### config.mk
export PLATFORM = sky130hd
export DESIGN_NAME = vqncs_merge
export DESIGN_NICKNAME = d
export VERILOG_FILES = /design/src/sv/vqncs_pkg.sv /design/src/sv/vqncs_merge.sv
export SDC_FILE = /design/constraint.sdc
export NUM_CORES = 1
export LEC_CHECK = 0
export BUFFER_PORTS_ARGS = -buffer_cell sky130_fd_sc_hd__buf_2
export CORE_ASPECT_RATIO = 1.4
export CORE_MARGIN = 2
export CORE_UTILIZATION = 45
export CTS_BUF_LIST = sky130_fd_sc_hd__clkbuf_8 sky130_fd_sc_hd__clkbuf_16
export CTS_CLUSTER_DIAMETER = 60
export DETAILED_ROUTE_END_ITERATION = 16
export HOLD_SLACK_MARGIN = 0.05
export PLACE_DENSITY = 0.78
export SLEW_MARGIN = 0
export SYNTH_ARGS = -nofsm -noshare
export SYNTH_HDL_FRONTEND = slang
export SYNTH_SLANG_ARGS = --single-unit
### constraint.sdc
create_clock -name clk -period 8.75 [get_ports clk]
set_clock_uncertainty 0.1 [all_clocks]
set_input_delay 2.1875 -clock clk [delete_from_list [all_inputs] [get_ports clk]]
set_output_delay 2.1875 -clock clk [all_outputs]
set_load 0.005 [all_outputs]
### src/sv/vqncs_pkg.sv
// vqncs_pkg: shared types and constants of the nearest codeword search
// no dependencies, compiled first
`default_nettype none

package vqncs_pkg;

  // fixed geometry of one codebook entry
  localparam int LANES       = 4;   // pixels per 2x2 quad, one lane each
  localparam int CH_W        = 8;   // one ARGB channel
  localparam int CHANNELS    = 4;   // channels per pixel
  localparam int PIX_W       = 32;
  localparam int IDX_W       = 8;
  localparam int LANE_DIST_W = 18;  // 4 * 255^2 fits in 18 bits
  localparam int DIST_W      = 20;  // 16 * 255^2 fits in 20 bits
  localparam int CNT_W       = 9;   // entries_in_use register

  localparam int DEFAULT_CODEBOOK_DEPTH = 256;
  localparam logic [CNT_W-1:0] ENTRIES_RESET = 9'd256;

  // func codes
  localparam logic FUNC_LOAD   = 1'b0;
  localparam logic FUNC_SEARCH = 1'b1;

  typedef enum logic [1:0] {
    ST_IDLE,
    ST_SEARCH,
    ST_DRAIN,
    ST_HOLD
  } state_t;

  // control that travels alongside the datapath pipeline
  typedef struct packed {
    logic             valid;
    logic             first;
    logic             last;
    logic [IDX_W-1:0] index;
  } tag_t;

endpackage

`default_nettype wire

### src/sv/vqncs_merge.sv
// vqncs_merge: adds the lane distances and keeps the running best entry
// depends on vqncs_pkg
`default_nettype none

module vqncs_merge
  import vqncs_pkg::*;
(
  input  wire logic                   clk,
  input  wire logic                   rst,
  input  wire tag_t                   tag_in,
  input  wire logic [LANE_DIST_W-1:0] lane_dist [LANES],
  output      logic [IDX_W-1:0]       best_index,
  output      logic [DIST_W-1:0]      best_dist,
  output      logic                   done
);

  logic [DIST_W-1:0] sum_next;
  logic [DIST_W-1:0] sum;
  tag_t              tag_s;

  always_comb begin
    sum_next = '0;
    for (int l = 0; l < LANES; l++) begin
      sum_next = sum_next + DIST_W'(lane_dist[l]);
    end
  end

  always_ff @(posedge clk) begin
    sum <= sum_next;
    if (rst) begin
      tag_s <= '0;
    end else begin
      tag_s <= tag_in;
    end
  end

  // strict less-than keeps the lowest-numbered entry on ties
  always_ff @(posedge clk) begin
    if (tag_s.valid && (tag_s.first || sum < best_dist)) begin
      best_index <= tag_s.index;
      best_dist  <= sum;
    end
  end

  always_ff @(posedge clk) begin
    if (rst) begin
      done <= 1'b0;
    end else begin
      done <= tag_s.valid && tag_s.last;
    end
  end

endmodule

`default_nettype wire

==> Word level (Yosys, flattened, before mapping) <==
Cells that the tools add are included.
{ "totals": {"regBits": 60, "wordCells": 15, "output_inout_bits": 29} }
{ "op_classes": {"reduce_logical": 3, "order_cmp": 1, "add_sub_neg": 3} }
{ "op_table": {"columns": ["operator", "n"], "rows": [
  ["19-bit by 18-bit adder with 20-bit output", 1],
  ["20-bit by 18-bit adder with 20-bit output", 1],
  ["20-bit < comparator", 1],
  ["18-bit by 18-bit adder with 19-bit output", 1],
  ["1-bit logical AND", 2],
  ["1-bit logical OR", 1]
]} }

==> Logic depth before layout (Yosys ltp) <==
{ "depth": {"ltp_word": 3, "mapped_depth": 13, "depth_no_buf": 13} }

==> Worst setup path after synthesis <==
No wires, ideal clock.
{ "synth_timing": {"path_type": "input port to flip-flop", "startpoint": "in lane_dist[6] (netlist bit)", "endpoint": "reg sum[19]", "setup_ps": 114, "path_buffers": 0, "required_ps": 8536, "arrival_ps": 4761, "cell_stages": 11, "path_slack_ps": 3775, "cell_sequence": "inv_1 > fa_1 > fa_1 > inv_1 > ha_1 > a21o_1 > or3_4 > o21bai_4 > a21oi_1 > a211o_1 > a21o_1"} }
{ "synth_via": {"elab_chain_len": 1} }
{ "synth_lines": {"columns": ["element", "line_no", "rtl"], "rows": [
  ["from (decl)", "vqncs_merge.sv:11", "input wire logic [LANE_DIST_W-1:0] lane_dist [LANES],"],
  ["20-bit by 18-bit adder with 20-bit output", "vqncs_merge.sv:24", "sum_next = sum_next + DIST_W'(lane_dist[l]);"],
  ["named net sum_next[19]", "vqncs_merge.sv:17", "logic [DIST_W-1:0] sum_next;"],
  ["to (signal assigned)", "vqncs_merge.sv:29", "sum <= sum_next;"],
  ["to (decl)", "vqncs_merge.sv:18", "logic [DIST_W-1:0] sum;"]
]} }
The timed path passes the listed nets, and every way through them passes these cells.
A chain may end at the register's enable or synchronous reset.

==> Worst setup path after layout <==
{ "layout_timing": {"startpoint": "in lane_dist[4] (netlist bit)", "endpoint": "reg sum[16]"} }
Same word-level chain as after synthesis.

==> out/qor.log <==
[outcome] outcome finished, final reports clean
[hold_path] hold path start tag_s[6]$_SDFF_PP0_
[global_routing] pin count of the biggest net entering global routing 29
[clock_network] clock transition at the register clock pins on the worst setup and hold paths after CTS 0.05 ns
[timing] Slew HR 36.51%
[clock_network] cts-stage hold buffer count 0
[logic_synthesis] yosys warns 0
[logic_synthesis] share of synthesized flip-flops with an asynchronous set or reset 0%
[finish] area added between synthesis and finish 24.67%
[worst_setup_path] number of cells traversed by the worst register-to-register path 8
[worst_setup_path] RR Startpoint best_dist[13]$_DFFE_PP_
[floorplanning] Chip Width 84.31 µm
[floorplanning] floorplan row count 41
[finish] layout net count 674
[clock_network] number of clock sinks 60
[drt] number of vias after detailed routing 3041
[logic_synthesis] most area-hungry cell type in the Yosys netlist edfxtp_1
[timing] post-layout worst setup margin 3.774 ns
[logic_synthesis] proportion of synthesized chip area in sequential cells 36.46%
[floorplanning] die area 9815 µm²
[pwr] sequential group share of total power 32.5%
[clock_network] buffers inserted during post-CTS setup optimization 0
[pwr] maximum VDD drop 0.0001807 V
[timing] number of pins exceeding their max-slew limit in the final report 0
[clock_network] clock root buffer clkbuf_16
[floorplanning] starting density of the core 45.78%
[worst_setup_path] Setup crit start lane_dist[4]
[pwr] leakage dissipation 2.684 nW
[place] number of instances in the placed design 611
[logic_synthesis] share of the synthesized area in the top cell type 20.70%
[pwr] Combinational Power Share 40.7%
[logic_synthesis] netlist area before placement 4063 µm²
[logic_synthesis] cell count after synthesis 395
[worst_setup_path] Arrival @ worst endpoint 5.08 ns
[timing] transition time of the tightest slew-check pin 0.9524 ns
[worst_setup_path] CP endpoint sum[16]$_DFF_P_
[drt] starting DRC count in detailed routing 90
[clock_network] buffers from clock root to sink, at most 2
[pwr] pwr/cell area 257.5 nW/µm²
[worst_setup_path] crit path launch type input port
[drt] post-route DRC violation count 0
[timing] aggregate negative setup slack 0 ns
[timing] final number of hold-violating endpoints 0
[place] setup slack after placement 3.488 ns
[drt] drt total wl 7490 µm
[clock_network] clock latency on the worst-skew pair 0.32 ns
[finish] share of the core filled with cells in the final layout 57.07%
[global_routing] global-route total usage across every layer 16.27%
[timing] share of the clock period used by the worst path 56.87%
[worst_setup_path] Required @ worst endpoint 8.85 ns
[hold_path] Hold WC Path Type flop to flop
[floorplanning] total I/O pin count 114
[finish] Finished Cell Area 5065 µm²
[timing] unrepaired setup endpoints after global routing false
[flow_run] number of violations of the max-capacitance limit 0
[pwr] internal cell power 0.8702 mW
[place] HPWL after detailed placement 6192 µm
[timing] Setup-failing EPs final 0
[worst_setup_path] worst path cell trace buf_2 > inv_1 > fa_1 > fa_1 > inv_1 > ha_1 > a21o_1 > a21oi_1 > nand3_1 > a21oi_1 > nor4bb_1 > a211o_1
[drt] First-pass DRT Iterations 4
[timing] max frequency 201.0 MHz
[worst_setup_path] critical path endpoint category flop
[global_routing] overflow left after global routing 0
[drt] number of antenna-violating nets in the routed design 0
[pwr] share of total power in the clock network 26.8%
[global_routing] antenna violations before repair 0
[logic_synthesis] ranking of synthesized cells by area edfxtp_1 (21%), fa_1 (18%), dfxtp_1 (16%)
[worst_setup_path] cell type of the slowest stage on the worst timing path fa_1
[logic_synthesis] leading register cell type out of synthesis dfxtp_1
[clock_network] cts repair resizes 0
[worst_setup_path] Register-to-Register Setup Slack 5.85 ns
[place] Post-Place Cell Area 4757 µm²
[clock_network] Clock H-tree levels 3
[floorplanning] core box area 8875 µm²
[logic_synthesis] synth unique cells 46
[pwr] switching component of the power 0.4339 mW
[global_routing] global-route wire length before repair 12820 µm
[logic_synthesis] Net Count, Synth 554
[pwr] fraction of power spent switching nets 33.27%
[logic_synthesis] syn_area_per_cell 10.29 µm²
[global_routing] vias in the first global route 3167
[finish] share of layout cells above drive strength 1 25.96%
[finish] number of antenna repair diodes 0
[finish] Filler Cell Count 781
[drt] vias per inst 4.850
[worst_setup_path] worst setup path category input port to flop
[pwr] Overall Power 1.304 mW
[worst_setup_path] critical-path maximum fanout 5
[clock_network] TritonCTS clock tree done
[logic_synthesis] Synth Register Bits 60
[logic_synthesis] number of enable-type register cells in the synthesized netlist 28
[clock_network] total clock buffers created by CTS 9
[finish] multi-input logic area 2130 µm²
[place] Routability Congestion 0.9709
[finish] final instance count without filler cells 627
[timing] Min Clock Period, post-route 4.976 ns
[worst_setup_path] delay of the slowest cell on the worst path 0.51 ns
[timing] tightest hold margin 0.3007 ns
[worst_setup_path] r2r endpoint best_dist[10]$_DFFE_PP_
[place] IO Port Bufs 113
[drt] drt wl/cell 11.95 µm
[floorplanning] height of the die 116.4 µm
[finish] Seq. cell area 1481 µm²
power groups by stage:
stage / clock [mW] / sequential, mW / combinational [mW]
final: 0.349 / 0.424 / 0.531
after global routing: 0.369 / 0.432 / 0.603
after CTS: 0.356 / 0.425 / 0.534
after detailed placement: 0 / 0.429 / 0.530
after global placement: 0 / 0.423 / 0.508
after floorplan: 0 / 0.420 / 0.393
worst max-delay path, delay by kind of cell:
family,cells,cell delay [ns]
buffers and inverters,3,0.15
AO/OA/AOI/OAI,4,1.09
AND/OR/NAND/NOR,2,0.28
adder cells (fa/ha/maj),3,1.36
metal layers:
metal	vias to the layer above	global-route usage, %	wire [µm]
met5	-	0	0
met4	0	7.742	224
met3	17	3.746	347
met2	100	31.90	4022
met1	1416	15.98	2896
li1	1508	-	-
cells in the mapped netlist, types with 2 or more instances:
master / n
nor3_1: 3
xnor2_1: 11
or4_1: 2
o21a_1: 2
a221o_1: 2
a211o_1: 3
a21o_1: 11
fa_1: 36
a41oi_1: 2
nand2_1: 8
nand2b_1: 4
ha_1: 38
a31oi_1: 4
and3_1: 2
edfxtp_1: 28
nor2_1: 12
a211oi_1: 4
xor2_1: 2
o211ai_1: 4
nand3_1: 6
inv_1: 119
a221oi_1: 2
dfxtp_1: 32
o21ai_0: 6
nand4_1: 3
o2111ai_1: 2
clkbuf_1: 2
nor2b_1: 12
a21oi_1: 16
kinds of logic (layout without fill, tap and decap cells):
logic type      after synthesis  in the layout  synth area share, %
compound gates               67             67                11.92
xor+xnor                     13             13                2.803
fa+ha+maj                    74             74                29.44
buf+inv                     123            248                11.49
simple gates                 58             58                7.884
flops                        60             60                36.46
flip-flops by register name, indices dropped and copies added, names as in the netlist:
name / count
best_dist: 20
sum: 20
tag_s: 11
best_index: 8
done: 1
worst min-delay path by stage:
stage | end | depth (start not counted) | slack, ns
after global routing | best_index[5]$_DFFE_PP_ | 0 | 0.30
after global placement | best_index[0]$_DFFE_PP_ | 0 | 0.29
after CTS | best_index[6]$_DFFE_PP_ | 0 | 0.30
after detailed placement | best_index[6]$_DFFE_PP_ | 0 | 0.29
final | best_index[6]$_DFFE_PP_ | 0 | 0.30
after floorplan | best_index[0]$_DFFE_PP_ | 0 | 0.29
area by class of cell:
type,count,share of cell area [%]
timing repair buffer,113,11.17
inverter,119,8.819
sequential,60,29.25
clock inverter,4,0.8152
clock buffer,12,5.262
multi-input combinational,212,42.05
tap,107,2.643
cell usage in the layout (no fill, tap or decap), types with 6 or more instances in the layout:
| master | count |
|---|---|
| a21o_1 | 11 |
| a21oi_1 | 16 |
| ha_1 | 38 |
| nand2_1 | 8 |
| o21ai_0 | 6 |
| dfxtp_1 | 32 |
| buf_2 | 113 |
| edfxtp_1 | 28 |
| xnor2_1 | 11 |
| clkbuf_16 | 9 |
| nand3_1 | 6 |
| fa_1 | 36 |
| nor2b_1 | 12 |
| inv_1 | 122 |
| nor2_1 | 12 |
Note: power is estimated with default switching activity, not from simulation.
